## config.mk

```make
export PLATFORM = sky130hd
export DESIGN_NAME = command_line_tokenizer_flat
export DESIGN_NICKNAME = d
export VERILOG_FILES = /design/src/rtl/clt_pkg.sv /design/src/rtl/clt_in_if.sv /design/src/rtl/clt_out_if.sv /design/src/rtl/clt_scan.sv /design/src/rtl/clt_queue.sv /design/src/rtl/command_line_tokenizer.sv /design/src/flat_wrapper.sv
export SDC_FILE = /design/constraint.sdc
export NUM_CORES = 1
export LEC_CHECK = 0
export BUFFER_PORTS_ARGS = -buffer_cell sky130_fd_sc_hd__buf_2
export CORE_ASPECT_RATIO = 1.4
export CORE_MARGIN = 8
export CORE_UTILIZATION = 55
export DETAILED_ROUTE_END_ITERATION = 7
export GPL_TIMING_DRIVEN = 0
export PLACE_DENSITY_LB_ADDON = 0.12
export SYNTH_ARGS = -nofsm -noshare
export SYNTH_HDL_FRONTEND = slang
export SYNTH_HIERARCHICAL = 1
export SYNTH_SLANG_ARGS = --single-unit
```

## constraint.sdc

```tcl
create_clock -name clk -period 7.89 [get_ports clk]
set_input_delay 1.1835 -clock clk [delete_from_list [all_inputs] [get_ports clk]]
set_output_delay 1.1835 -clock clk [all_outputs]
set_load 0.01 [all_outputs]
```

## src/rtl/clt_pkg.sv

```systemverilog
// ----------------------------------------------------------------------------
// clt_pkg
// Types and constants shared by the command line tokenizer modules.
// ----------------------------------------------------------------------------
package clt_pkg;

  // payload widths
  localparam int CHAR_W   = 8;
  localparam int INDEX_W  = 3;
  localparam int START_W  = 6;
  localparam int TYPE_W   = 2;
  localparam int STATUS_W = 3;
  localparam int TOTAL_W  = 4;

  // result queue depth and the most records one byte can cause
  localparam int QUEUE_DEPTH = 8;
  localparam int QUEUE_PTR_W = $clog2(QUEUE_DEPTH);
  localparam int QUEUE_CNT_W = $clog2(QUEUE_DEPTH + 1);
  localparam int MAX_PER_ITEM = 2;

  // special characters
  localparam logic [CHAR_W-1:0] CH_NUL  = 8'h00;
  localparam logic [CHAR_W-1:0] CH_LF   = 8'h0A;
  localparam logic [CHAR_W-1:0] CH_CR   = 8'h0D;
  localparam logic [CHAR_W-1:0] CH_SP   = 8'h20;
  localparam logic [CHAR_W-1:0] CH_DOT  = 8'h2E;
  localparam logic [CHAR_W-1:0] CH_PLUS = 8'h2B;
  localparam logic [CHAR_W-1:0] CH_MINUS = 8'h2D;
  localparam logic [CHAR_W-1:0] CH_0    = 8'h30;
  localparam logic [CHAR_W-1:0] CH_9    = 8'h39;
  localparam logic [CHAR_W-1:0] CH_UA   = 8'h41;
  localparam logic [CHAR_W-1:0] CH_UZ   = 8'h5A;
  localparam logic [CHAR_W-1:0] CH_LA   = 8'h61;
  localparam logic [CHAR_W-1:0] CH_LZ   = 8'h7A;

  // record kinds
  localparam logic KIND_TOKEN = 1'b0;
  localparam logic KIND_LINE  = 1'b1;

  // token types
  localparam logic [TYPE_W-1:0] TT_STRING = 2'd0;
  localparam logic [TYPE_W-1:0] TT_INT    = 2'd1;
  localparam logic [TYPE_W-1:0] TT_REAL   = 2'd2;

  // line status codes
  localparam logic [STATUS_W-1:0] ST_OK       = 3'd0;
  localparam logic [STATUS_W-1:0] ST_LETTER   = 3'd1;
  localparam logic [STATUS_W-1:0] ST_DOT      = 3'd2;
  localparam logic [STATUS_W-1:0] ST_SIGN     = 3'd3;
  localparam logic [STATUS_W-1:0] ST_TOO_LONG = 3'd4;
  localparam logic [STATUS_W-1:0] ST_TOO_MANY = 3'd5;

  // one result record
  typedef struct packed {
    logic                record_kind;
    logic [INDEX_W-1:0]  token_index;
    logic [START_W-1:0]  token_start;
    logic [TYPE_W-1:0]   token_type;
    logic [STATUS_W-1:0] line_status;
    logic [TOTAL_W-1:0]  token_total;
    logic                last_of_run;
  } rec_t;

  // records caused by one byte, in order
  typedef struct packed {
    logic [1:0] count;
    rec_t       rec0;
    rec_t       rec1;
  } push_t;

endpackage

```

## src/rtl/clt_in_if.sv

```systemverilog
// ----------------------------------------------------------------------------
// clt_in_if
// Byte channel into the tokenizer: valid, ready and one character.
// ----------------------------------------------------------------------------
interface clt_in_if;
  import clt_pkg::*;

  logic              valid;
  logic              ready;
  logic [CHAR_W-1:0] char_byte;

  modport source (output valid, output char_byte, input ready);
  modport sink   (input valid, input char_byte, output ready);

endinterface

```

## src/rtl/clt_out_if.sv

```systemverilog
// ----------------------------------------------------------------------------
// clt_out_if
// Record channel out of the tokenizer: valid, ready and one token or line record.
// ----------------------------------------------------------------------------
interface clt_out_if;
  import clt_pkg::*;

  logic                valid;
  logic                ready;
  logic                record_kind;
  logic [INDEX_W-1:0]  token_index;
  logic [START_W-1:0]  token_start;
  logic [TYPE_W-1:0]   token_type;
  logic [STATUS_W-1:0] line_status;
  logic [TOTAL_W-1:0]  token_total;
  logic                last_of_run;

  modport source (output valid, output record_kind, output token_index,
                  output token_start, output token_type, output line_status,
                  output token_total, output last_of_run, input ready);
  modport sink   (input valid, input record_kind, input token_index,
                  input token_start, input token_type, input line_status,
                  input token_total, input last_of_run, output ready);

endinterface

```

## src/rtl/clt_scan.sv

```systemverilog
// ----------------------------------------------------------------------------
// clt_scan
// Line state and token classifier: takes one registered byte per cycle,
// updates the scan state and forms up to two records.
// ----------------------------------------------------------------------------
module clt_scan #(
  parameter int MAX_LINE_CHARS = 64,
  parameter int MAX_TOKENS     = 8
) (
  input  logic                          clk,
  input  logic                          rst_n,
  input  logic                          item_v,
  input  logic [clt_pkg::CHAR_W-1:0]    item_byte,
  output clt_pkg::push_t                push
);
  import clt_pkg::*;

  localparam int POS_W = $clog2(MAX_LINE_CHARS);
  localparam int CNT_W = $clog2(MAX_TOKENS + 1);

  typedef enum logic [1:0] {
    MODE_NONE = 2'd0,
    MODE_INT  = 2'd1,
    MODE_REAL = 2'd2,
    MODE_STR  = 2'd3
  } mode_t;

  mode_t               mode_r,    mode_nxt;
  logic [STATUS_W-1:0] status_r,  status_nxt;
  logic [POS_W-1:0]    pos_r,     pos_nxt;
  logic [CNT_W-1:0]    tok_r,     tok_nxt;
  logic [START_W-1:0]  start_r,   start_nxt;
  logic                drop_r,    drop_nxt;

  // token record from a closing token's state
  function automatic rec_t token_rec(mode_t m, logic [CNT_W-1:0] t,
                                     logic [START_W-1:0] s);
    rec_t r;
    r             = '0;
    r.record_kind = KIND_TOKEN;
    r.token_index = INDEX_W'(t - 1'b1);
    r.token_start = s;
    r.token_type  = (m == MODE_STR) ? TT_STRING :
                    (m == MODE_REAL) ? TT_REAL : TT_INT;
    return r;
  endfunction

  logic                is_lf, is_sep, is_letter, is_digit, is_dot, is_sign;
  mode_t               mode1;
  logic [STATUS_W-1:0] status1;
  logic [CNT_W-1:0]    tok1;
  logic [START_W-1:0]  start1;
  logic                drop1;
  logic                open_req;
  mode_t               open_mode;
  logic                emit_sep, emit_end, has_tok, line_done, too_long;
  logic [POS_W:0]      pos_inc;
  logic [STATUS_W-1:0] line_stat;
  rec_t                tok_rec, line_rec;

  // character classes
  always_comb begin
    is_lf     = (item_byte == CH_LF);
    is_sep    = (item_byte inside {CH_NUL, CH_CR, CH_SP});
    is_letter = (item_byte inside {[CH_UA:CH_UZ], [CH_LA:CH_LZ]});
    is_digit  = (item_byte inside {[CH_0:CH_9]});
    is_dot    = (item_byte == CH_DOT);
    is_sign   = (item_byte inside {CH_PLUS, CH_MINUS});
  end

  // mode rules for one non-newline byte
  always_comb begin
    mode1     = mode_r;
    status1   = status_r;
    tok1      = tok_r;
    start1    = start_r;
    drop1     = drop_r;
    open_req  = 1'b0;
    open_mode = MODE_INT;
    emit_sep  = 1'b0;
    if (is_sep) begin
      if (mode_r != MODE_NONE) begin
        emit_sep = !drop_r && (tok_r != '0);
        mode1    = MODE_NONE;
        drop1    = 1'b0;
      end
    end else if (is_letter) begin
      if (mode_r == MODE_INT || mode_r == MODE_REAL) begin
        status1 = ST_LETTER;
      end else if (mode_r == MODE_NONE) begin
        open_req  = 1'b1;
        open_mode = MODE_STR;
      end
    end else if (is_digit) begin
      open_req = (mode_r == MODE_NONE);
    end else if (is_dot) begin
      if (mode_r == MODE_INT) begin
        mode1 = MODE_REAL;
      end else if (mode_r != MODE_STR) begin
        status1 = ST_DOT;
      end
    end else if (is_sign) begin
      if (mode_r == MODE_NONE) begin
        open_req = 1'b1;
      end else if (mode_r != MODE_STR) begin
        status1 = ST_SIGN;
      end
    end

    // open a token, or drop it when the line is full of tokens
    if (open_req) begin
      mode1 = open_mode;
      if (tok_r >= CNT_W'(MAX_TOKENS)) begin
        status1 = ST_TOO_MANY;
        drop1   = 1'b1;
      end else begin
        start1 = START_W'(pos_r);
        tok1   = CNT_W'(tok_r + 1'b1);
        drop1  = 1'b0;
      end
    end
  end

  // line end and record assembly
  always_comb begin
    pos_inc   = (POS_W + 1)'(pos_r) + 1'b1;
    too_long  = !is_lf && (pos_inc >= (POS_W + 1)'(MAX_LINE_CHARS));
    line_done = is_lf || too_long;
    line_stat = is_lf ? status_r : ST_TOO_LONG;

    // a line end closes the token that the byte leaves open
    emit_end  = line_done && (mode1 != MODE_NONE) && !drop1 && (tok1 != '0);
    has_tok   = emit_sep || emit_end;
    tok_rec   = emit_sep ? token_rec(mode_r, tok_r, start_r)
                         : token_rec(mode1, tok1, start1);

    line_rec             = '0;
    line_rec.record_kind = KIND_LINE;
    line_rec.line_status = line_stat;
    line_rec.token_total = TOTAL_W'(tok1);
    line_rec.last_of_run = 1'b1;

    push = '0;
    if (item_v) begin
      push.count = {1'b0, has_tok} + {1'b0, line_done};
      push.rec0  = has_tok ? tok_rec : line_rec;
      push.rec0.last_of_run = !(has_tok && line_done);
      push.rec1  = line_rec;
    end
  end

  // next line state
  always_comb begin
    mode_nxt   = mode_r;
    status_nxt = status_r;
    pos_nxt    = pos_r;
    tok_nxt    = tok_r;
    start_nxt  = start_r;
    drop_nxt   = drop_r;
    if (item_v) begin
      if (line_done) begin
        mode_nxt   = MODE_NONE;
        status_nxt = ST_OK;
        pos_nxt    = '0;
        tok_nxt    = '0;
        start_nxt  = '0;
        drop_nxt   = 1'b0;
      end else begin
        mode_nxt   = mode1;
        status_nxt = status1;
        pos_nxt    = POS_W'(pos_inc);
        tok_nxt    = tok1;
        start_nxt  = start1;
        drop_nxt   = drop1;
      end
    end
  end

  always_ff @(posedge clk) begin
    if (!rst_n) begin
      mode_r   <= MODE_NONE;
      status_r <= ST_OK;
      pos_r    <= '0;
      tok_r    <= '0;
      start_r  <= '0;
      drop_r   <= 1'b0;
    end else begin
      mode_r   <= mode_nxt;
      status_r <= status_nxt;
      pos_r    <= pos_nxt;
      tok_r    <= tok_nxt;
      start_r  <= start_nxt;
      drop_r   <= drop_nxt;
    end
  end

`ifndef SYNTHESIS
  // two records from one byte are always a token followed by its line end
  a_pair_order: assert property (@(posedge clk) disable iff (!rst_n)
    (push.count == 2'd2) |->
      (push.rec0.record_kind == KIND_TOKEN && push.rec1.record_kind == KIND_LINE))
    else $error("clt_scan: two records not token then line");

  // a finished line leaves the line state cleared
  a_line_clears: assert property (@(posedge clk) disable iff (!rst_n)
    (item_v && line_done) |=> (pos_r == '0 && tok_r == '0 && mode_r == MODE_NONE))
    else $error("clt_scan: line state not cleared after line end");
`endif

endmodule

```

## src/rtl/clt_queue.sv

```systemverilog
// ----------------------------------------------------------------------------
// clt_queue
// Small result queue: takes up to two records per cycle, hands out one.
// ----------------------------------------------------------------------------
module clt_queue (
  input  logic                              clk,
  input  logic                              rst_n,
  input  clt_pkg::push_t                    push,
  input  logic                              pop,
  output logic                              head_v,
  output clt_pkg::rec_t                     head,
  output logic [clt_pkg::QUEUE_CNT_W-1:0]   level
);
  import clt_pkg::*;

  rec_t                   slot_r [QUEUE_DEPTH];
  logic [QUEUE_PTR_W-1:0] wp_r, wp_nxt;
  logic [QUEUE_PTR_W-1:0] rp_r, rp_nxt;
  logic [QUEUE_CNT_W-1:0] cnt_r, cnt_nxt;
  logic [QUEUE_PTR_W-1:0] wp_plus1;
  logic                   do_pop;

  // pointer and level update
  always_comb begin
    do_pop   = pop && (cnt_r != '0);
    wp_plus1 = QUEUE_PTR_W'(wp_r + 1'b1);
    wp_nxt   = QUEUE_PTR_W'(wp_r + push.count);
    rp_nxt   = do_pop ? QUEUE_PTR_W'(rp_r + 1'b1) : rp_r;
    cnt_nxt  = QUEUE_CNT_W'(cnt_r + push.count - {1'b0, do_pop});
  end

  always_ff @(posedge clk) begin
    if (!rst_n) begin
      wp_r  <= '0;
      rp_r  <= '0;
      cnt_r <= '0;
    end else begin
      wp_r  <= wp_nxt;
      rp_r  <= rp_nxt;
      cnt_r <= cnt_nxt;
    end
  end

  // record storage
  always_ff @(posedge clk) begin
    if (push.count != 2'd0) begin
      slot_r[wp_r] <= push.rec0;
    end
    if (push.count == 2'd2) begin
      slot_r[wp_plus1] <= push.rec1;
    end
  end

  assign head_v = (cnt_r != '0);
  assign head   = slot_r[rp_r];
  assign level  = cnt_r;

`ifndef SYNTHESIS
  // pushes never overrun the queue
  a_no_overflow: assert property (@(posedge clk) disable iff (!rst_n)
    (push.count != 2'd0) |->
      ((QUEUE_CNT_W + 1)'(cnt_r) + push.count <= (QUEUE_CNT_W + 1)'(QUEUE_DEPTH)))
    else $error("clt_queue: record pushed into a full queue");

  // level follows pushes and pops
  a_level_track: assert property (@(posedge clk) disable iff (!rst_n)
    $past(rst_n) |-> (cnt_r == QUEUE_CNT_W'($past(cnt_r) + $past(push.count)
                      - {1'b0, $past(pop) && ($past(cnt_r) != '0)})))
    else $error("clt_queue: level out of step with pushes and pops");
`endif

endmodule

```

## src/rtl/command_line_tokenizer.sv

```systemverilog
// ----------------------------------------------------------------------------
// command_line_tokenizer
// Splits a byte stream into command line tokens and reports a record for
// each closed token and for each finished line.
// ----------------------------------------------------------------------------
//  channel   dir   handshake      payload
//  in_chr    in    valid/ready    char_byte
//  out_rec   out   valid/ready    record_kind, token_index, token_start,
//                                 token_type, line_status, token_total,
//                                 last_of_run
//
//  one byte per cycle is taken while in_chr.ready is high; a byte is registered,
//  scanned in the next cycle and its zero, one or two records enter an
//  eight-entry result queue. records leave at one per cycle; in_chr.ready
//  drops when the queue might not hold the staged byte's records plus two
//  more, which happens only when the output port holds records back. a
//  byte's records reach out_rec through the input register and the queue.
//  rst_n is synchronous: it clears the line state and empties the queue.
// ----------------------------------------------------------------------------
module command_line_tokenizer #(
  parameter int MAX_LINE_CHARS = 64,
  parameter int MAX_TOKENS     = 8
) (
  input  logic      clk,
  input  logic      rst_n,
  clt_in_if.sink    in_chr,
  clt_out_if.source out_rec
);
  import clt_pkg::*;

  logic                   stg_v_r, stg_v_nxt;
  logic [CHAR_W-1:0]      stg_byte_r, stg_byte_nxt;
  logic                   in_take;
  logic [QUEUE_CNT_W:0]   committed;
  push_t                  push;
  rec_t                   head;
  logic                   head_v;
  logic [QUEUE_CNT_W-1:0] level;

  // room for the staged byte's records plus two more
  always_comb begin
    committed = (QUEUE_CNT_W + 1)'(level)
              + (stg_v_r ? (QUEUE_CNT_W + 1)'(MAX_PER_ITEM) : '0);
    in_chr.ready = (committed <= (QUEUE_CNT_W + 1)'(QUEUE_DEPTH - MAX_PER_ITEM));
    in_take      = in_chr.valid && in_chr.ready;
    stg_v_nxt    = in_take;
    stg_byte_nxt = in_take ? in_chr.char_byte : stg_byte_r;
  end

  // input register
  always_ff @(posedge clk) begin
    if (!rst_n) begin
      stg_v_r <= 1'b0;
    end else begin
      stg_v_r <= stg_v_nxt;
    end
  end

  always_ff @(posedge clk) begin
    stg_byte_r <= stg_byte_nxt;
  end

  clt_scan #(
    .MAX_LINE_CHARS (MAX_LINE_CHARS),
    .MAX_TOKENS     (MAX_TOKENS)
  ) u_scan (
    .clk       (clk),
    .rst_n     (rst_n),
    .item_v    (stg_v_r),
    .item_byte (stg_byte_r),
    .push      (push)
  );

  clt_queue u_queue (
    .clk    (clk),
    .rst_n  (rst_n),
    .push   (push),
    .pop    (out_rec.ready),
    .head_v (head_v),
    .head   (head),
    .level  (level)
  );

  // result channel
  assign out_rec.valid       = head_v;
  assign out_rec.record_kind = head.record_kind;
  assign out_rec.token_index = head.token_index;
  assign out_rec.token_start = head.token_start;
  assign out_rec.token_type  = head.token_type;
  assign out_rec.line_status = head.line_status;
  assign out_rec.token_total = head.token_total;
  assign out_rec.last_of_run = head.last_of_run;

endmodule
```

## src/flat_wrapper.sv

```systemverilog
// flat-port wrapper written by rule: the top's interface ports become plain ports
module command_line_tokenizer_flat import clt_pkg::*;
#(
  parameter int MAX_LINE_CHARS = 64,
  parameter int MAX_TOKENS     = 8
)
  (clk, rst_n, in_chr_valid, in_chr_char_byte, in_chr_ready, out_rec_valid, out_rec_record_kind, out_rec_token_index, out_rec_token_start, out_rec_token_type, out_rec_line_status, out_rec_token_total, out_rec_last_of_run, out_rec_ready);
  clt_in_if in_chr_i ();
  clt_out_if out_rec_i ();
  input  logic clk;
  input  logic rst_n;
  input wire logic [$bits(in_chr_i.valid)-1:0] in_chr_valid;
  input wire logic [$bits(in_chr_i.char_byte)-1:0] in_chr_char_byte;
  output wire logic [$bits(in_chr_i.ready)-1:0] in_chr_ready;
  output wire logic [$bits(out_rec_i.valid)-1:0] out_rec_valid;
  output wire logic [$bits(out_rec_i.record_kind)-1:0] out_rec_record_kind;
  output wire logic [$bits(out_rec_i.token_index)-1:0] out_rec_token_index;
  output wire logic [$bits(out_rec_i.token_start)-1:0] out_rec_token_start;
  output wire logic [$bits(out_rec_i.token_type)-1:0] out_rec_token_type;
  output wire logic [$bits(out_rec_i.line_status)-1:0] out_rec_line_status;
  output wire logic [$bits(out_rec_i.token_total)-1:0] out_rec_token_total;
  output wire logic [$bits(out_rec_i.last_of_run)-1:0] out_rec_last_of_run;
  input wire logic [$bits(out_rec_i.ready)-1:0] out_rec_ready;
  assign in_chr_i.valid = in_chr_valid;
  assign in_chr_i.char_byte = in_chr_char_byte;
  assign in_chr_ready = in_chr_i.ready;
  assign out_rec_valid = out_rec_i.valid;
  assign out_rec_record_kind = out_rec_i.record_kind;
  assign out_rec_token_index = out_rec_i.token_index;
  assign out_rec_token_start = out_rec_i.token_start;
  assign out_rec_token_type = out_rec_i.token_type;
  assign out_rec_line_status = out_rec_i.line_status;
  assign out_rec_token_total = out_rec_i.token_total;
  assign out_rec_last_of_run = out_rec_i.last_of_run;
  assign out_rec_i.ready = out_rec_ready;
  command_line_tokenizer #(.MAX_LINE_CHARS(MAX_LINE_CHARS), .MAX_TOKENS(MAX_TOKENS)) u_core (.clk(clk), .rst_n(rst_n), .in_chr(in_chr_i), .out_rec(out_rec_i));
endmodule
```

==> reports/results.md, run 1 <==
• outcome: completed
• met2 Track Usage GR: 0.387
• total vias in the final route: 6,705
• Core Util, Final: 0.630
• cell count after synthesis: 762
• average cell area after synthesis: 14.6 um^2
• Core Region: 0.0198 mm^2
• leakage power total: 4.60 nW
• most common library cell in the layout ignoring fill and taps: sky130_fd_sc_hd__edfxtp_1
• DRC violation count after routing: 0
• filler instances: 1,546
• WL per Instance: 23.5 um
• detailed router's first-iteration violation count: 446
• count of nets left with antenna violations after detail routing: 0
• net total in the final layout: 871
• number of distinct library cell variants in the gate-level netlist after synthesis: 64
• wire length of the first global-routing pass: 40,300 um
• final setup violation count: 0
• maximum buffer depth of the clock tree: 3
• Min-Delay Path Class: reg -> reg
• max-slew violations: 0
• via count of the first global-routing pass: 7,112
• arrival time of the worst setup path: 5.08 ns
• post-route minimum period: 4.88 ns
• source of the worst hold timing path: u_core/u_scan/status_r[0]
• final estimated routing congestion in global placement: 0.865
• CTS tree: yes
• crit start category: flop
• peak clock frequency supported by timing: 205 MHz
• critical path peak fanout: 11
• worst relative slew slack: 0.191
• Tcrit/Tclk final: 0.619
• hold endpoint: u_core/u_scan/status_r[0]
• initial antenna violation count: 0
• ratio of total power to cell area: 207 mW/mm^2
• clk_skew: 0.0173 ns
• Initial Utilization: 0.561
• number of gates given a new drive strength after cts: 0
• horizontal extent of the die: 136 um
• met1 Track Usage GR: 0.249
• sequential element share of the synthesized area: 0.518
• Worst Path Required: 8.09 ns
• worst slew pin tran: 1.21 ns
• async set or reset register ratio after synthesis: 0
• number of max-capacitance violations reported: 0
• cts-stage hold buffer count: 0
• count of final hold-check violations: 0
• accumulated negative setup slack: 0 ns
• Final Cell Area: 0.0125 mm^2
• number of top-level pins: 34
• worst setup path class: reg -> reg
• element type at the critical path end: flop
• Top Usage Layer GRT: met2
• Worst R2R Start: u_core/stg_byte_r[2]
• flip-flop and latch count after synthesis: 204
• mean number of vias per cell: 6.08
• clock root buffer: sky130_fd_sc_hd__clkbuf_16
• die boundary height: 184 um
• Worst IR Drop VDD: 203 uV
• post-CTS clock slew at the launch and capture registers of the worst setup and hold paths: 0.06 ns
• setup repair after global routing missed its margin: false
• global-route total usage across every layer: 0.210
• total congestion overflow after global routing: 0
• area of the mapped netlist: 0.0111 mm^2
• Primary FF master, synth: sky130_fd_sc_hd__edfxtp_1
• dpl hpwl: 17,100 um
• number of enable flip-flop cells after synthesis: 168
• length of the first detailed-routing pass in iterations: 5
• number of buffers added by the clock tree synthesis step: 21
• Clk Latency, worst-skew pair: 0.50 ns
• warning count from the yosys run: 6
• total number of clock tree sinks: 204
• number of cell instances on the worst register-to-register path: 14
• antenna diode instance count: 0
• Placement Cell Area: 0.0119 mm^2
• Reg-to-Reg End: u_core/u_queue/slot_r[7][3]
• Total Die Area: 0.0251 mm^2
• layout cell share with drive strength beyond 1: 0.415
• number of rows in the core area: 61
• leading cell types in the layout, fill and taps excluded: 168 x sky130_fd_sc_hd__edfxtp_1, 159 x sky130_fd_sc_hd__mux2_2, 41 x sky130_fd_sc_hd__buf_2
• area taken by multi-input logic gates: 0.00505 mm^2
• Post-CTS Setup Repair Bufs: 0
• Total Routed Length: 25,900 um
• pin count of the biggest net entering global routing: 21
• number of I/O port buffers: 33
• depth of the CTS H-tree: 1
• total chip power: 0.00258 W
• reg-to-reg setup timing slack: 3.01 ns
• global routing usage on met3: 0.0253
• tightest hold margin: 0.449 ns
• combined flip-flop and latch cell area: 0.00577 mm^2
• cell depth of the worst hold path: 2
• Layout area overhead: 12.3%
-- critical path, cell delays in order, from the launching register on --
cell and delay [ns]:
sky130_fd_sc_hd__edfxtp_1 0.35, sky130_fd_sc_hd__buf_2 0.19, sky130_fd_sc_hd__o21ai_0 0.31, sky130_fd_sc_hd__a32oi_1 0.12
sky130_fd_sc_hd__o22ai_1 0.48, sky130_fd_sc_hd__and2_1 0.28, sky130_fd_sc_hd__mux2_2 0.35, sky130_fd_sc_hd__a31oi_1 0.17
sky130_fd_sc_hd__buf_2 0.25, sky130_fd_sc_hd__inv_1 0.07, sky130_fd_sc_hd__ha_1 0.26, sky130_fd_sc_hd__and2_1 0.31
sky130_fd_sc_hd__o21ai_0 0.35, sky130_fd_sc_hd__o21ai_2 0.82, sky130_fd_sc_hd__buf_8 0.25
-- logic make-up after synthesis --
logic type                 count (synthesis)  share of synthesized area
muxes                                    238                      0.286
DFF                                      204                      0.518
and+or+nand+nor                          150                     0.0769
buffers and inverters                     69                     0.0393
AOI/OAI and AO/OA                         64                     0.0403
adders and majority gates                 23                     0.0272
xor gates and xnor gates                  13                     0.0126
other                                      1                   0.000337
-- synth_stat cells, types with 12 or more instances --
library cell               instances  area, um^2
sky130_fd_sc_hd__and2_1           21         131
sky130_fd_sc_hd__buf_4            19         143
sky130_fd_sc_hd__buf_6            13         146
sky130_fd_sc_hd__dfxtp_1          36         721
sky130_fd_sc_hd__edfxtp_1        168        5040
sky130_fd_sc_hd__ha_1             21         263
sky130_fd_sc_hd__inv_1            15        56.3
sky130_fd_sc_hd__mux2_2          159        1790
sky130_fd_sc_hd__mux2_4           19         285
sky130_fd_sc_hd__mux2i_1          17         170
sky130_fd_sc_hd__mux4_2           40         901
sky130_fd_sc_hd__nand2_1          32         120
sky130_fd_sc_hd__nor2_1           24        90.1
sky130_fd_sc_hd__nor2b_1          18         113
sky130_fd_sc_hd__o21ai_0          12        60.1
-- final cells by class --
class,count,share of cell area
flip-flops and latches,204,0.461
repair buffers,41,0.0248
plain buffers,54,0.0305
well taps,252,0.0252
clock inverters,12,0.00690
clock buffers,26,0.0435
multi-input cells,499,0.404
inverters,15,0.00450
-- worst max-delay path by stage --
| stage | startpoint | to | slack, ns |
|---|---|---|---|
| 2_1_floorplan | u_core/stg_byte_r[0] | u_core/u_queue/slot_r[1][0] | 2.97 |
| 4_1_cts | u_core/stg_byte_r[2] | u_core/u_queue/slot_r[5][3] | 3.01 |
| 3_3_place_gp | u_core/stg_byte_r[2] | u_core/u_queue/slot_r[0][2] | 0.88 |
| 6_report | u_core/stg_byte_r[2] | u_core/u_queue/slot_r[7][3] | 3.01 |
| 3_5_place_dp | u_core/stg_byte_r[2] | u_core/u_queue/slot_r[5][8] | 3.03 |
| 5_1_grt | u_core/stg_byte_r[2] | u_core/u_queue/slot_r[5][19] | 2.74 |
-- report_power, final --
part	switching [W]	total, W	leakage [nW]	internal (W)
clock network	0.000401	0.000925	0.308	0.000524
registers	0.0000231	0.00121	1.81	0.00118
logic	0.000235	0.000451	2.49	0.000216
total	0.000659	0.00258	4.60	0.00192
-- sequential cells by signal (all words and copies together) (netlist names), named ones only --
signal and count:
u_core/u_scan/pos_r 6, u_core/u_scan/start_r 6, u_core/u_scan/mode_r 2, u_core/u_queue/rp_r 3, u_core/u_scan/tok_r 4, u_core/u_scan/drop_r 1, u_core/u_queue/slot_r 160, u_core/u_queue/level 4
u_core/stg_v_r 1, u_core/u_scan/status_r 3, u_core/stg_byte_r 8, u_core/u_queue/wp_r 3
-- per-stage QoR --
step                      setup WS [ns]  cells
after floorplan                    2.97    772
after global placement            0.878   1057
after detailed placement           3.03   1065
after CTS                          3.01   1103
after global routing               2.74   1103
final                              3.01   1103
-- layer usage --
layer / wire length, um / share of wire / vias to the layer above
li1: - / - / 3069
met2: 14000 / 0.54 / 167
met1: 10300 / 0.40 / 3432
met5: 0 / 0 / -
met4: 487 / 0.019 / 0
met3: 1070 / 0.041 / 37
Power figures use the tool's default switching activity.
==> run 2, diff against run 1 <==
==> constraint.sdc (replaced) <==
create_clock -name clk -period 4.67 [get_ports clk]
set_input_delay 0.7005 -clock clk [delete_from_list [all_inputs] [get_ports clk]]
set_output_delay 0.7005 -clock clk [all_outputs]
set_load 0.01 [all_outputs]
==> reports/results.md, run 2 (synthesis results as in run 1) <==
• via count of the first global-routing pass: 7,135, was 7,112
• initial antenna violation count: 0, unchanged
• max-slew violations: 0, unchanged
• most common library cell in the layout ignoring fill and taps: sky130_fd_sc_hd__edfxtp_1, unchanged
• clk_skew: 0.0114 ns, was 0.0173 ns
• worst setup path class: reg -> reg, unchanged
• number of I/O port buffers: 33, unchanged
• pin count of the biggest net entering global routing: 16, was 21
• CTS tree: yes, unchanged
• number of rows in the core area: 61, unchanged
• largest register by flop count: u_core/u_queue/slot_r, unchanged
• Total Routed Length: 26,000 um, was 25,900 um
• crit start category: flop, unchanged
• worst relative slew slack: 0.166, was 0.191
• Reg-to-Reg End: u_core/u_queue/slot_r[2][10], was u_core/u_queue/slot_r[7][3]
• number of cell instances on the worst register-to-register path: 16, was 14
• Worst IR Drop VDD: 320 uV, was 203 uV
• count of nets left with antenna violations after detail routing: 0, unchanged
• net total in the final layout: 881, was 871
• arrival time of the worst setup path: 4.78 ns, was 5.08 ns
• source of the worst hold timing path: in_chr_char_byte[1], was u_core/u_scan/status_r[0]
• cell depth of the worst hold path: 1, was 2
• layout cell share with drive strength beyond 1: 0.421, was 0.415
• WL per Instance: 23.5 um, about the same
• element type at the critical path end: flop, unchanged
• number of top-level pins: 34, unchanged
• post-route minimum period: 4.54 ns, was 4.88 ns
• total chip power: 0.00439 W, was 0.00258 W
• maximum buffer depth of the clock tree: 3, unchanged
• number of placed instances with taps included: 1,065, unchanged
• combined flip-flop and latch cell area: 0.00577 mm^2, unchanged
• number of buffers added by the clock tree synthesis step: 21, unchanged
• total congestion overflow after global routing: 0, unchanged
• Largest register FFs: 160, unchanged
• reg-to-reg setup timing slack: 0.13 ns, was 3.01 ns
• Total Die Area: 0.0251 mm^2, unchanged
• Setup Slack @ Placement: -0.218 ns, was 3.03 ns
• total vias in the final route: 6,733, was 6,705
• leading cell types in the layout, fill and taps excluded: 168 x sky130_fd_sc_hd__edfxtp_1, 159 x sky130_fd_sc_hd__mux2_2, 40 x sky130_fd_sc_hd__mux4_2, was 168 x sky130_fd_sc_hd__edfxtp_1, 159 x sky130_fd_sc_hd__mux2_2, 41 x sky130_fd_sc_hd__buf_2
• filler instances: 1,508, was 1,546
• global-route total usage across every layer: 0.210, about the same
• min setup slack post-route: 0.129 ns, was 3.01 ns
• post-CTS clock slew at the launch and capture registers of the worst setup and hold paths: 0.06 ns, about the same
• Worst R2R Start: u_core/stg_byte_r[2], unchanged
• leakage power total: 4.67 nW, was 4.60 nW
• largest registers: u_core/u_queue/slot_r (160), u_core/stg_byte_r (8), unchanged
• Tcrit/Tclk final: 0.972, was 0.619
• mean number of vias per cell: 6.07, was 6.08
• Layout area overhead: 13.7%, was 12.3%
• peak clock frequency supported by timing: 220 MHz, was 205 MHz
• number of cells in the finished layout apart from fillers: 1,110, was 1,103
• final estimated routing congestion in global placement: 0.887, was 0.865
• worst slew pin tran: 1.25 ns, was 1.21 ns
• cts-stage hold buffer count: 0, unchanged
• number of max-capacitance violations reported: 0, unchanged
• area taken by multi-input logic gates: 0.00508 mm^2, was 0.00505 mm^2
• clock root buffer: sky130_fd_sc_hd__clkbuf_16, unchanged
• DRC violation count after routing: 0, unchanged
• detailed router's first-iteration violation count: 415, was 446
• depth of the CTS H-tree: 1, unchanged
• Initial Utilization: 0.561, unchanged
• ratio of total power to cell area: 347 mW/mm^2, was 207 mW/mm^2
• length of the first detailed-routing pass in iterations: 4, was 5
• horizontal extent of the die: 136 um, unchanged
• final setup violation count: 0, unchanged
• wire length of the first global-routing pass: 39,900 um, was 40,300 um
• Worst Path Required: 4.90 ns, was 8.09 ns
• total number of clock tree sinks: 204, unchanged
• hold endpoint: u_core/stg_byte_r[1], was u_core/u_scan/status_r[0]
• Clk Latency, worst-skew pair: 0.49 ns, was 0.50 ns
• Core Region: 0.0198 mm^2, unchanged
• critical path peak fanout: 10, was 11
• Min-Delay Path Class: in -> reg, was reg -> reg
• die boundary height: 184 um, unchanged
• dpl hpwl: 17,600 um, was 17,100 um
• count of final hold-check violations: 0, unchanged
• outcome: completed, unchanged
• antenna diode instance count: 0, unchanged
• tightest hold margin: 0.394 ns, was 0.449 ns
## run 2: cell types whose count changed in the layout (fill, tap and decap cells not counted), moves of 2 or more
cell / previous run / this run
sky130_fd_sc_hd__clkinv_2: 3 / 0
sky130_fd_sc_hd__buf_12: 0 / 4
sky130_fd_sc_hd__o21ai_2: 3 / 0
sky130_fd_sc_hd__o21ai_4: 1 / 4
sky130_fd_sc_hd__buf_2: 41 / 39
sky130_fd_sc_hd__clkbuf_4: 0 / 2
sky130_fd_sc_hd__buf_4: 19 / 25
sky130_fd_sc_hd__inv_6: 2 / 0
## run 2: per-stage QoR
stage	cell area [um^2]	TNS, ns	utilization
after floorplan	11200	-10.72	-
after global placement	11700	-220.91	0.588
after detailed placement	11800	-6.77	0.597
after CTS	12500	-3.56	0.632
after global routing	12700	-0.243	0.638
final	12700	0	0.638
## run 2: metal layers
layer,vias up,GRT usage,part of all wire
met5,-,0,0
met1,3425,0.240,0.39
met2,178,0.401,0.55
met3,46,0.0207,0.040
li1,3084,-,-
met4,0,0.0564,0.024
## run 2: area by class of cell
class	instances	share of cell area
Inverter	15	0.00445
Tap cell	252	0.0249
Timing Repair Buffer	51	0.0334
Clock buffer	27	0.0433
Sequential cell	204	0.455
Buffer	54	0.0305
Multi-Input combinational cell	499	0.401
Clock inverter	8	0.00692
## run 2: how the worst max path moves through the flow
stage               cells past startpoint                  from  slack [ns]                           end
floorplan                              13  u_core/stg_byte_r[0]       -0.18   u_core/u_queue/slot_r[7][0]
finish                                 16  u_core/stg_byte_r[2]        0.13  u_core/u_queue/slot_r[2][10]
detailed placement                     14  u_core/stg_byte_r[2]       -0.22   u_core/u_queue/slot_r[1][1]
CTS                                    14  u_core/stg_byte_r[2]       -0.17   u_core/u_queue/slot_r[3][7]
global route                           16  u_core/stg_byte_r[0]       -0.03  u_core/u_queue/slot_r[2][10]
global placement                       13  u_core/stg_byte_r[0]       -2.08   u_core/u_queue/slot_r[3][2]
## run 2: worst max-delay path, cell delays in order, from the launching register on
cell,delay (ns)
sky130_fd_sc_hd__edfxtp_1,0.35
sky130_fd_sc_hd__buf_2,0.19
sky130_fd_sc_hd__or3_4,0.39
sky130_fd_sc_hd__a2111o_1,0.44
sky130_fd_sc_hd__or2_4,0.28
sky130_fd_sc_hd__a31oi_2,0.19
sky130_fd_sc_hd__a31oi_1,0.12
sky130_fd_sc_hd__a31oi_1,0.21
sky130_fd_sc_hd__buf_2,0.25
sky130_fd_sc_hd__inv_1,0.07
sky130_fd_sc_hd__ha_1,0.26
sky130_fd_sc_hd__and2_1,0.29
sky130_fd_sc_hd__nand4b_1,0.28
sky130_fd_sc_hd__buf_4,0.19
sky130_fd_sc_hd__nor2_1,0.22
sky130_fd_sc_hd__buf_6,0.22
sky130_fd_sc_hd__mux2_2,0.37
## run 2: power by group
part | switching [W] | internal, W
combinational | 0.000397 | 0.000366
sequential | 0.0000423 | 0.00200
clock | 0.000651 | 0.000933
total | 0.00109 | 0.00330
## run 2: what timing repair did
item / 4_1_cts / 5_1_grt
gates resized for setup: 2 / 9
endpoints found under the setup margin: 77 / 209
setup buffers: 4 / 6
pin swaps: 2 / 2
==> run 3, diff against run 2 <==
--- a/config.mk
+++ b/config.mk
@@ -6,6 +6,7 @@
 export NUM_CORES = 1
 export LEC_CHECK = 0
 export BUFFER_PORTS_ARGS = -buffer_cell sky130_fd_sc_hd__buf_2
+export CAP_MARGIN = 20
 export CORE_ASPECT_RATIO = 1.4
 export CORE_MARGIN = 8
 export CORE_UTILIZATION = 55
==> constraint.sdc (replaced) <==
create_clock -name clk -period 5.1 [get_ports clk]
set_input_delay 0.765 -clock clk [delete_from_list [all_inputs] [get_ports clk]]
set_output_delay 0.765 -clock clk [all_outputs]
set_load 0.01 [all_outputs]
==> reports/results.md, run 3 (synthesis results as in run 1) <==
• most common library cell in the layout ignoring fill and taps: sky130_fd_sc_hd__edfxtp_1, unchanged
• list of cells traversed by the critical path: buf_2, o21ai_0, a32oi_1, o22ai_1, and2_1, mux2_2, a31oi_1, buf_2, inv_1, ha_1, and2_1, o21ai_0, o21ai_2, buf_8, was buf_2, or3_4, a2111o_1, or2_4, a31oi_2, a31oi_1, a31oi_1, buf_2, inv_1, ha_1, and2_1, nand4b_1, buf_4, nor2_1, buf_6, mux2_2
• Total Routed Length: 26,000 um, about the same
• cts-stage hold buffer count: 0, unchanged
• largest register by flop count: u_core/u_queue/slot_r, unchanged
• CTS tree: yes, unchanged
• total vias in the final route: 6,726, was 6,733
• outcome: completed, unchanged
• ratio of total power to cell area: 319 mW/mm^2, was 347 mW/mm^2
• number of placed instances with taps included: 1,065, unchanged
• length of the first detailed-routing pass in iterations: 5, was 4
• net total in the final layout: 875, was 881
• Worst Path Required: 5.30 ns, was 4.90 ns
• Largest register FFs: 160, unchanged
• mean number of vias per cell: 6.08, was 6.07
• global-route total usage across every layer: 0.210, about the same
• antenna diode instance count: 0, unchanged
• number of max-capacitance violations reported: 0, unchanged
• CP peak stage delay: 0.83 ns, was 0.44 ns
• Initial Utilization: 0.561, unchanged
• layout cell share with drive strength beyond 1: 0.418, was 0.421
• number of cells in the finished layout apart from fillers: 1,107, was 1,110
• Worst IR Drop VDD: 315 uV, was 320 uV
• Core Region: 0.0198 mm^2, unchanged
• DRC violation count after routing: 0, unchanged
• critical path peak fanout: 11, was 10
• leading cell types in the layout, fill and taps excluded: 168 x sky130_fd_sc_hd__edfxtp_1, 159 x sky130_fd_sc_hd__mux2_2, 41 x sky130_fd_sc_hd__buf_2, was 168 x sky130_fd_sc_hd__edfxtp_1, 159 x sky130_fd_sc_hd__mux2_2, 40 x sky130_fd_sc_hd__mux4_2
• Tcrit/Tclk final: 0.959, was 0.972
• horizontal extent of the die: 136 um, unchanged
• largest registers: u_core/u_queue/slot_r (160), u_core/stg_byte_r (8), unchanged
• Clk Latency, worst-skew pair: 0.50 ns, was 0.49 ns
• Final Cell Area: 0.0125 mm^2, was 0.0127 mm^2
• WL per Instance: 23.5 um, about the same
• final estimated routing congestion in global placement: 0.865, was 0.887
• Layout area overhead: 12.6%, was 13.7%
• die boundary height: 184 um, unchanged
• crit start category: flop, unchanged
• total number of clock tree sinks: 204, unchanged
• final setup violation count: 0, unchanged
• number of buffers added by the clock tree synthesis step: 21, unchanged
• dpl hpwl: 17,100 um, was 17,600 um
• element type at the critical path end: flop, unchanged
• detailed router's first-iteration violation count: 392, was 415
• Placement Cell Area: 0.0119 mm^2, was 0.0118 mm^2
• post-CTS clock slew at the launch and capture registers of the worst setup and hold paths: 0.06 ns, about the same
• maximum buffer depth of the clock tree: 3, unchanged
• arrival time of the worst setup path: 5.09 ns, was 4.78 ns
• clk_skew: 0.0192 ns, was 0.0114 ns
• post-route minimum period: 4.89 ns, was 4.54 ns
• count of final hold-check violations: 0, unchanged
• cell with the biggest individual delay on the critical path: sky130_fd_sc_hd__o21ai_2, was sky130_fd_sc_hd__a2111o_1
• Total Die Area: 0.0251 mm^2, unchanged
• Min-Delay Path Class: in -> reg, unchanged
• total congestion overflow after global routing: 0, unchanged
• via count of the first global-routing pass: 7,112, was 7,135
• worst slew pin tran: 1.21 ns, was 1.25 ns
• combined flip-flop and latch cell area: 0.00577 mm^2, unchanged
• depth of the CTS H-tree: 1, unchanged
• worst relative slew slack: 0.194, was 0.166
• filler instances: 1,541, was 1,508
• pin count of the biggest net entering global routing: 21, was 16
• clock root buffer: sky130_fd_sc_hd__clkbuf_16, unchanged
• number of top-level pins: 34, unchanged
• wire length of the first global-routing pass: 40,300 um, was 39,900 um
• setup repair after global routing missed its margin: true
• count of nets left with antenna violations after detail routing: 0, unchanged
• leakage power total: 4.62 nW, was 4.67 nW
• worst setup path class: reg -> reg, unchanged
• number of rows in the core area: 61, unchanged
• max-slew violations: 0, unchanged
• number of I/O port buffers: 33, unchanged
• initial antenna violation count: 0, unchanged
• area taken by multi-input logic gates: 0.00505 mm^2, was 0.00508 mm^2
• peak clock frequency supported by timing: 204 MHz, was 220 MHz
run 3: layer usage:
metal,track usage,wire (um),up-vias
met1,0.249,10400,3434
met3,0.0253,1120,37
met4,0.0595,469,0
li1,-,-,3069
met2,0.387,14000,186
met5,0,0,-
run 3: per-stage QoR:
step	hold WS, ns	setup WS, ns	TNS (ns)	util	total power, W
finish	0.437	0.207	0	0.632	0.00400
global route	0.419	-0.0482	-0.761	0.632	0.00416
CTS	0.418	0.219	0	0.630	0.00403
detailed placement	0.441	0.245	0	0.598	0.00260
global placement	0.442	-1.91	-237.60	0.587	0.00258
floorplan	0.428	0.179	0	-	0.00241
run 3: repair_timing:
action	CTS	global route
endpoints found under the setup margin	0	36
resized for setup	0	0
setup buffers	0	3
endpoints found under the hold margin	0	0
run 3: path summary, 6_finish.rpt:
| path | to | slack [ns] | start | depth (start not counted) |
|---|---|---|---|---|
| worst min-delay path | u_core/stg_byte_r[2] | 0.44 | in_chr_char_byte[2] | 1 |
| worst max-delay path | u_core/u_queue/slot_r[7][3] | 0.21 | u_core/stg_byte_r[2] | 14 |
| worst max register to register | u_core/u_queue/slot_r[7][3] | 0.21 | u_core/stg_byte_r[2] | 14 |
| worst min register to register | u_core/u_scan/status_r[0] | 0.45 | u_core/u_scan/status_r[0] | 2 |
run 3: power breakdown:
group	internal (W)	switching, W
Combinational	0.000334	0.000364
Clock	0.000811	0.000621
Sequential	0.00183	0.0000359
Total	0.00298	0.00102
run 3: critical path: cells and delay by family, from the launching register on:
| kind | cells | cell delay, ns |
|---|---|---|
| AO/OA/AOI/OAI | 6 | 2.25 |
| adder cells (fa/ha/maj) | 1 | 0.26 |
| buffers and inverters | 4 | 0.75 |
| flip-flops | 1 | 0.35 |
| multiplexers | 1 | 0.35 |
| AND/OR/NAND/NOR | 2 | 0.59 |
run 3: final cells by class:
| class | count | share of cell area |
|---|---|---|
| Sequential cell | 204 | 0.460 |
| Multi-Input combinational cell | 499 | 0.403 |
| Clock buffer | 26 | 0.0434 |
| Buffer | 54 | 0.0304 |
| Timing Repair Buffer | 45 | 0.0271 |
| Tap cell | 252 | 0.0251 |
| Clock inverter | 12 | 0.00689 |
| Inverter | 15 | 0.00449 |
